File: src/design/rxps_pkg.sv
`timescale 1ns / 1ps
// ----------------------------------------------------------------------------
// rxps_pkg
// Shared types and constants of the rolling XOR packet scrambler.
// ----------------------------------------------------------------------------
package rxps_pkg;

   // Key store geometry.
   localparam int KEY_LEN = 1024;
   localparam int KEY_AW  = $clog2(KEY_LEN);

   // Fixed field widths of the channel beats.
   localparam int CMD_W      = 2;
   localparam int KEY_ADDR_W = 10;
   localparam int BYTE_W     = 8;

   // Configuration port geometry.
   localparam int CSR_AW     = 3;
   localparam int CSR_DW     = 32;
   localparam int CSR_IDX_LO = 2;

   // Register indexes, taken from the word address.
   localparam logic REG_CHALLENGE  = 1'b0;
   localparam logic REG_ALLOW_HIGH = 1'b1;

   // Key sanitizing constants for decode mode.
   localparam logic [BYTE_W-1:0] HIGH_LIMIT = 8'd127;
   localparam logic [BYTE_W-1:0] CH_PERCENT = 8'h25;
   localparam logic [BYTE_W-1:0] CH_DOT     = 8'h2E;

   // Commands carried by an input beat.
   typedef enum logic [CMD_W-1:0] {
      CMD_LOAD  = 2'd0,
      CMD_START = 2'd1,
      CMD_DATA  = 2'd2
   } cmd_type;

   // Result of the key mixing logic for one data byte.
   typedef struct packed {
      logic [BYTE_W-1:0] new_key;
      logic [KEY_AW-1:0] next_index;
   } mix_type;

endpackage

File: src/design/rxps_mix.sv
`timescale 1ns / 1ps
// ----------------------------------------------------------------------------
// rxps_mix
// Key byte selection, decode-mode sanitizing and running key update.
// ----------------------------------------------------------------------------
module rxps_mix (
   input  logic [rxps_pkg::BYTE_W-1:0] entry,
   input  logic [rxps_pkg::BYTE_W-1:0] key0,
   input  logic [rxps_pkg::KEY_AW-1:0] key_index,
   input  logic [rxps_pkg::BYTE_W-1:0] running_key,
   input  logic                        position_odd,
   input  logic                        in_decode,
   input  logic                        allow_high,
   output rxps_pkg::mix_type           mix
);

   logic [rxps_pkg::KEY_AW-1:0] used_index;
   logic [rxps_pkg::BYTE_W-1:0] key_byte;
   logic [rxps_pkg::BYTE_W-1:0] clean_byte;
   logic [rxps_pkg::BYTE_W-1:0] shifted_byte;

   always_comb begin
      // A NUL entry sends the walk back to the first key byte.
      if (entry == '0) begin
         used_index = '0;
         key_byte   = key0;
      end else begin
         used_index = key_index;
         key_byte   = entry;
      end

      // In decode mode, high bytes (unless allowed) and percent signs read as dots.
      if (in_decode && (((!allow_high) && (key_byte > rxps_pkg::HIGH_LIMIT))
                        || (key_byte == rxps_pkg::CH_PERCENT))) begin
         clean_byte = rxps_pkg::CH_DOT;
      end else begin
         clean_byte = key_byte;
      end

      // Odd positions mix in the key byte shifted left by one.
      if (position_odd) begin
         shifted_byte = {clean_byte[rxps_pkg::BYTE_W-2:0], 1'b0};
      end else begin
         shifted_byte = clean_byte;
      end

      mix.new_key = running_key ^ shifted_byte;

      // Step the index, wrapping after the last entry.
      if (used_index == rxps_pkg::KEY_AW'(rxps_pkg::KEY_LEN - 1)) begin
         mix.next_index = '0;
      end else begin
         mix.next_index = used_index + rxps_pkg::KEY_AW'(1);
      end
   end

endmodule

File: config.mk
export PLATFORM = sky130hd
export DESIGN_NAME = rxps_mix
export DESIGN_NICKNAME = d
export VERILOG_FILES = /design/src/design/rxps_pkg.sv /design/src/design/rxps_mix.sv
export SDC_FILE = /design/constraint.sdc
export NUM_CORES = 1
export LEC_CHECK = 0
export ABC_AREA = 1
export BUFFER_PORTS_ARGS = -buffer_cell sky130_fd_sc_hd__clkbuf_2
export CORE_UTILIZATION = 46
export DETAILED_ROUTE_END_ITERATION = 6
export PLACE_DENSITY_LB_ADDON = 0.15
export SYNTH_ARGS = -nofsm -noshare
export SYNTH_HDL_FRONTEND = slang
export SYNTH_SLANG_ARGS = --single-unit
File: constraint.sdc
create_clock -name vclk -period 4.8
set_clock_uncertainty 0.1 [all_clocks]
set_input_delay 0.96 -clock vclk [all_inputs]
set_output_delay 0.96 -clock vclk [all_outputs]
set_load 0.01 [all_outputs]
## Word-level counts from Yosys, hierarchy flattened

Index checks and enable logic that the tools add are counted.

- Register bits: 0
- Latch bits: 0
- Memory bits (writable): 0
- Memory bits (read-only): 0
- Input port bits: 37
- Output and inout port bits: 18
- Memories: 0

- Add/sub/neg operators: 1
- Multiply operators: 0
- Divide/modulo/power cells: 0
- $lt $le $gt $ge: 1
- Equality and inequality tests: 2
- Shift-type cells: 0
- Multiplexer cells: 5
- Bitwise logic cells: 1
- Reductions and logical operators: 5

Operator list:

| operator | number |
|---|---|
| 2-to-1 mux 8 bit | 3 |
| 2-to-1 mux 10 bit | 2 |
| adder 10 x 1 -> 10 bit (second input constant) | 1 |
| equality test 10 bit (second input constant) | 1 |
| equality test 8 x 6 -> 1 bit (second input constant) | 1 |
| > comparator 8 x 7 -> 1 bit (second input constant) | 1 |
| zero test 8 bit | 1 |
| XOR 8 bit | 1 |
| logical AND 1 bit | 2 |
| zero test 1 bit | 1 |
| logical OR 1 bit | 1 |

## Depth between registers and ports, before layout

Gate-level depths: netlist of the first run.

- Word-level depth: 9
- Depth in mapped cells: 16
- Mapped depth without buffers: 15

## Worst setup path after synthesis of the first run

OpenSTA, ideal clock, no wires.

- Path type: input to output
- Start: in entry[0] (netlist name)
- End: out mix[9] (netlist name)
- Arrival time: 2.565 ns
- Required time: 3.740 ns
- Path slack: 1.175 ns
- Stages on the path: 15
- Cell sequence: nor2_2 nand2_2 nor2_4 buf_6 inv_1 nand2_1 inv_1 ha_1 nand3_1 nor2_1 nand3_1 nor2_1 nand2_1 o21ai_0 a21oi_1

RTL lines:

| what | RTL line | source |
|---|---|---|
| from (decl) | rxps_mix.sv:7 | `input logic [rxps_pkg::BYTE_W-1:0] entry,` |
| to (decl) | rxps_mix.sv:14 | `output rxps_pkg::mix_type mix` |

==> metrics.md, run 1 <==
| Metric | Value |
|---|---|
| Status | completed |
| Vias after detailed routing | 983 |
| Seq/Total Area, Yosys | 0 |
| Worst VDD drop | 45.2 µV |
| Reg area | 0 µm² |
| Finished Layout Cells | 211 |
| Worst path required time | 3.74 ns |
| Share of cells above drive strength 1 | 0.362 |
| Placed cells | 211 |
| Post-synthesis cell count | 144 |
| Hold Vio Cnt, Final | 0 |
| Peak Freq | 240 MHz |
| Number of routed nets with antenna violations | 0 |
| Synthesized netlist net count | 182 |
| Post-detail-place hpwl | 1630 µm |
| Library cells used by synthesis | 24 |
| Starting Density | 0.524 |
| WL/cell | 8.64 µm |
| Crit path kind | in2out |
| Startpoint types | primary input |
| CP endpoint kind | output pin |
| Max-slew violation count | 0 |
| Gp weighted congestion | 0.856 |
| Core area | 1370 µm² |
| Die width | 41.4 µm |
| Setup bufs post-CTS | 0 |
| DIE HEIGHT | 41.4 µm |
| Iter 0 DRT Violations | 20 |
| Drt first pass iters | 4 |
| Met1 usage | 0.239 |
| Worst EP arrival | 3.11 ns |
| CTS resizes | 0 |
| FFs & Latches | 0 |
| Via density | 4.66 |
| CP Cell Sequence | clkbuf_2 > nor2_1 > nand2_2 > nor2_4 > inv_1 > nand2_1 > inv_1 > ha_1 > nand3_1 > nor2_1 > nand3_1 > nor2_1 > nand2_1 > o21ai_0 > a21oi_1 > clkbuf_2 |
| Hold path cells | 3 |
| DRT Wirelength | 1820 µm |
| Site Rows | 13 |
| Final setup TNS | 0 ns |
| Largest area contributor in the netlist | nand2_1 |
| CLK BUF | 0 |
| Antenna diode count | 0 |
| Initial antenna violation count | 0 |
| Vias in the first global route | 870 |
| Final Cycle Share | 0.868 |
| Buf/Inv on CP | 4 |
| Max_cap viols | 0 |
| DRC violations left | 0 |
| Top-area cell type share of the netlist area | 0.273 |
| Leak Pwr | 0.000668 µW |
| Number of nets in the layout | 236 |
| Total gr overflow | 0 |
| Most frequent cells in the layout | clkbuf_2 (55), nand2_1 (52), inv_1 (26) |
| Slowest cell delay on critical path | 0.30 ns |
| Die area | 1720 µm² |
| Min-Delay Endpoint | mix[10] |
| Power Dens Cells | 85.3 nW/µm² |
| Slew @ Worst Pin | 0.352 ns |
| RSZ-0062 raised after global routing | false |
| Post-cts hold buffer count | 0 |
| Hold Crit Class | in2out |
| Endpoints failing setup | 0 |
| Global Route met3 Usage | 0.00870 |
| Gr busiest metal | met2 |
| Rel. slew slack | 0.765 |
| Synth Warn # | 0 |
| Syn Area/Cell | 4.97 µm² |
| Global-route wire length before repair | 3110 µm |
| Post-Syn Area | 716 µm² |
| CP most frequent cell | nor2_1 |
| WHS | 2.08 ns |
| Ranking of synthesized cells by area | nand2_1 (27%), inv_1 (14%), nand3_1 (9.8%) |
| GR Util met2 | 0.403 |
| Hold wc startpoint | running_key[0] |
| # IOs | 55 |
| Most common cell after layout, fill and taps aside | clkbuf_2 |
| Crit path max fanout | 15 |
| Layout area overhead | 37.4% |
| Post-route minimum period | 4.17 ns |
| Delay-heaviest family, CP | simple AND/OR/NAND/NOR gates |
| Total track usage | 0.209 |
| Largest net degree at the start of global routing | 16 |
| Slowest CP cell | nor2_4 |
| Port Buffers | 55 |
==> how the worst max path moves through the flow <==
| stage | slack [ns] | cells past startpoint | to | start |
|---|---|---|---|---|
| floorplan | 1.18 | 15 | mix[9] | entry[0] |
| global placement | 0.84 | 16 | mix[9] | entry[0] |
| detailed placement | 0.66 | 16 | mix[9] | entry[4] |
| CTS | 0.65 | 16 | mix[9] | entry[4] |
| global route | 0.39 | 16 | mix[9] | entry[4] |
| finish | 0.63 | 16 | mix[9] | entry[4] |
==> kinds of logic after synthesis <==
group | Yosys count | synth area share
xor+xnor | 8 | 0.0979
compound gates | 10 | 0.0857
fa+ha+maj | 1 | 0.0175
buf+inv | 29 | 0.173
simple gates | 96 | 0.626
==> synth_stat cells <==
cell type / instances
a21o_1: 1
a21oi_1: 2
a21oi_2: 1
and2_1: 1
buf_6: 2
clkbuf_1: 1
ha_1: 1
inv_1: 26
nand2_1: 52
nand2_2: 7
nand2_4: 1
nand3_1: 14
nand3_2: 2
nand3b_1: 2
nor2_1: 11
nor2_2: 3
nor2_4: 1
nor3_1: 1
nor3_2: 1
o21a_1: 1
o21ai_0: 4
o21bai_1: 1
xnor2_1: 3
xor2_1: 5
==> power breakdown <==
| part | internal [µW] | leakage (µW) | switching [µW] |
|---|---|---|---|
| sequential | 0 | 0 | 0 |
| combinational | 37.6 | 0.000668 | 46.3 |
| clock | 0 | 0 | 0 |
| total | 37.6 | 0.000668 | 46.3 |
==> routing by layer <==
metal | wire [µm] | vias up
li1 | - | 542
met1 | 712 | 405
met2 | 1000 | 34
met3 | 96 | 2
met4 | 14 | 0
met5 | 0 | -
==> per-stage QoR <==
step / power, µW / utilization / cell area, µm² / setup slack (ns)
final: 83.9 / 0.720 / 983 / 0.632
after global routing: 94.3 / 0.720 / 983 / 0.389
after CTS: 84.4 / 0.720 / 983 / 0.654
after detailed placement: 84.0 / 0.720 / 983 / 0.662
after global placement: 82.2 / 0.720 / 983 / 0.839
after floorplan: 49.8 / - / 716 / 1.18
==> cell type report <==
class / count / area [µm²]
fill: 127 / 383
multi-input combinational: 115 / 592
timing repair buffer: 55 / 275
tap: 15 / 18.8
inverter: 26 / 97.6
Note: power is estimated with default switching activity, not from simulation.
==> inputs of run 2 (changes only) <==
PLACE_DENSITY = 0.95   (was not set)
PLACE_DENSITY_LB_ADDON = not set   (was 0.15)
==> run 2 against run 1 <==
Global-route usage decreased by 0.89 points. Maximum frequency increased by 2.0%. Critical path depth unchanged. Sequential cell count unchanged.
==> metrics.md, run 2 (same netlist as run 1, synthesis figures left out) <==
| Metric | Value |
|---|---|
| Status | completed |
| WL/cell | 9.20 µm (+6.4%) |
| Die width | 41.4 µm (unchanged) |
| Largest net degree at the start of global routing | 16 (unchanged) |
| Crit path kind | in2out |
| Crit path max fanout | 15 (unchanged) |
| Power Dens Cells | 86.0 nW/µm² (+0.81%) |
| Initial antenna violation count | 0 (unchanged) |
| Layout area overhead | 37.4% (unchanged) |
| Hold Vio Cnt, Final | 0 (unchanged) |
| Leak Pwr | 0.000668 µW (unchanged) |
| Iter 0 DRT Violations | 20 (unchanged) |
| DIE HEIGHT | 41.4 µm (unchanged) |
| Slew @ Worst Pin | 0.361 ns (+0.00901 ns) |
| Total gr overflow | 0 (unchanged) |
| CTS resizes | 0 (unchanged) |
| Number of nets in the layout | 236 (unchanged) |
| Worst VDD drop | 46.2 µV (+2.1%) |
| Worst EP arrival | 3.03 ns (-0.08 ns) |
| Global-route wire length before repair | 2930 µm (-5.8%) |
| DRC violations left | 0 (unchanged) |
| FFs & Latches | 0 (unchanged) |
| Antenna diode count | 0 (unchanged) |
| CLK BUF | 0 (unchanged) |
| Number of routed nets with antenna violations | 0 (unchanged) |
| Worst path required time | 3.74 ns (about the same) |
| Gp weighted congestion | 0.898 (+4.9%) |
| Startpoint types | primary input |
| # IOs | 55 (unchanged) |
| Endpoints failing setup | 0 (unchanged) |
| Vias after detailed routing | 1003 (+2.0%) |
| Most frequent cells in the layout | clkbuf_2 (55), nand2_1 (52), inv_1 (26) |
| Post-detail-place hpwl | 1740 µm (+7.0%) |
| PnR Total Power | 84.6 µW (+0.81%) |
| Port Buffers | 55 (unchanged) |
| Post-cts hold buffer count | 0 (unchanged) |
| DRT Wirelength | 1940 µm (+6.4%) |
| Max-slew violation count | 0 (unchanged) |
| Placed cells | 211 (unchanged) |
| Final setup TNS | 0 ns (unchanged) |
| Die area | 1720 µm² (unchanged) |
| Fillcell total | 129 (+1.6%) |
| Share of cells above drive strength 1 | 0.362 (unchanged) |
| Reg area | 0 µm² (unchanged) |
| Site Rows | 13 (unchanged) |
| Starting Density | 0.524 (unchanged) |
| RSZ-0062 raised after global routing | false |
| Core area | 1370 µm² (unchanged) |
| CP endpoint kind | output pin |
| Rel. slew slack | 0.759 (-0.00602) |
| Peak Freq | 245 MHz (+2.0%) |
| Via density | 4.75 (+2.0%) |
| Hold Crit Class | in2out |
| Finished Layout Cells | 211 (unchanged) |
| Vias in the first global route | 774 (-11%) |
| Max_cap viols | 0 (unchanged) |
| Most common cell after layout, fill and taps aside | clkbuf_2 |
| Drt first pass iters | 4 (unchanged) |
| Setup bufs post-CTS | 0 (unchanged) |
| Final Cycle Share | 0.851 (-0.0170) |
| Post-route minimum period | 4.09 ns (-0.0814 ns) |
| Total track usage | 0.200 (-0.00893) |
==> run 2: cell counts in the layout (fill, tap and decap cells not counted) <==
Identical to the previous run, type by type.
==> run 2: routing by layer <==
metal	track usage	wire, µm	up-vias
met2	0.400	1070	29
met5	0	0	-
li1	-	-	544
met4	0.0194	19	0
met1	0.239	773	428
met3	0.00435	80	2
==> run 2: worst paths after layout <==
path	from	to	slack, ns	cells past startpoint
worst max-delay path	entry[7]	mix[9]	0.71	16
worst min-delay path	running_key[7]	mix[17]	2.08	3
==> run 2: through the flow <==
step	hold slack [ns]	cell area, µm²	utilization	setup WS (ns)
floorplan	1.91	716	-	1.18
global placement	2.08	983	0.720	0.824
detailed placement	2.08	983	0.720	0.696
CTS	2.08	983	0.720	0.694
global route	2.09	983	0.720	0.456
finish	2.08	983	0.720	0.713
==> run 2: worst max-delay path: stages <==
cell      delay, ns
clkbuf_2       0.10
nor2_1         0.14
nand2_2        0.10
nor2_4         0.31
inv_1          0.17
nand2_1        0.13
inv_1          0.05
ha_1           0.20
nand3_1        0.13
nor2_1         0.08
nand3_1        0.11
nor2_1         0.05
nand2_1        0.14
o21ai_0        0.12
a21oi_1        0.12
clkbuf_2       0.14
==> run 2: cell type report <==
| type | instances | area [µm²] | area share |
|---|---|---|---|
| inverter | 26 | 97.6 | 0.0992 |
| timing repair buffer | 55 | 275 | 0.280 |
| tap | 15 | 18.8 | 0.0191 |
| multi-input combinational | 115 | 592 | 0.602 |
==> run 2: where the power goes <==
part | total, µW | internal [µW] | switching [µW] | leakage, µW
registers | 0 | 0 | 0 | 0
clock network | 0 | 0 | 0 | 0
logic | 84.6 | 37.6 | 47.0 | 0.000668
total | 84.6 | 37.6 | 47.0 | 0.000668
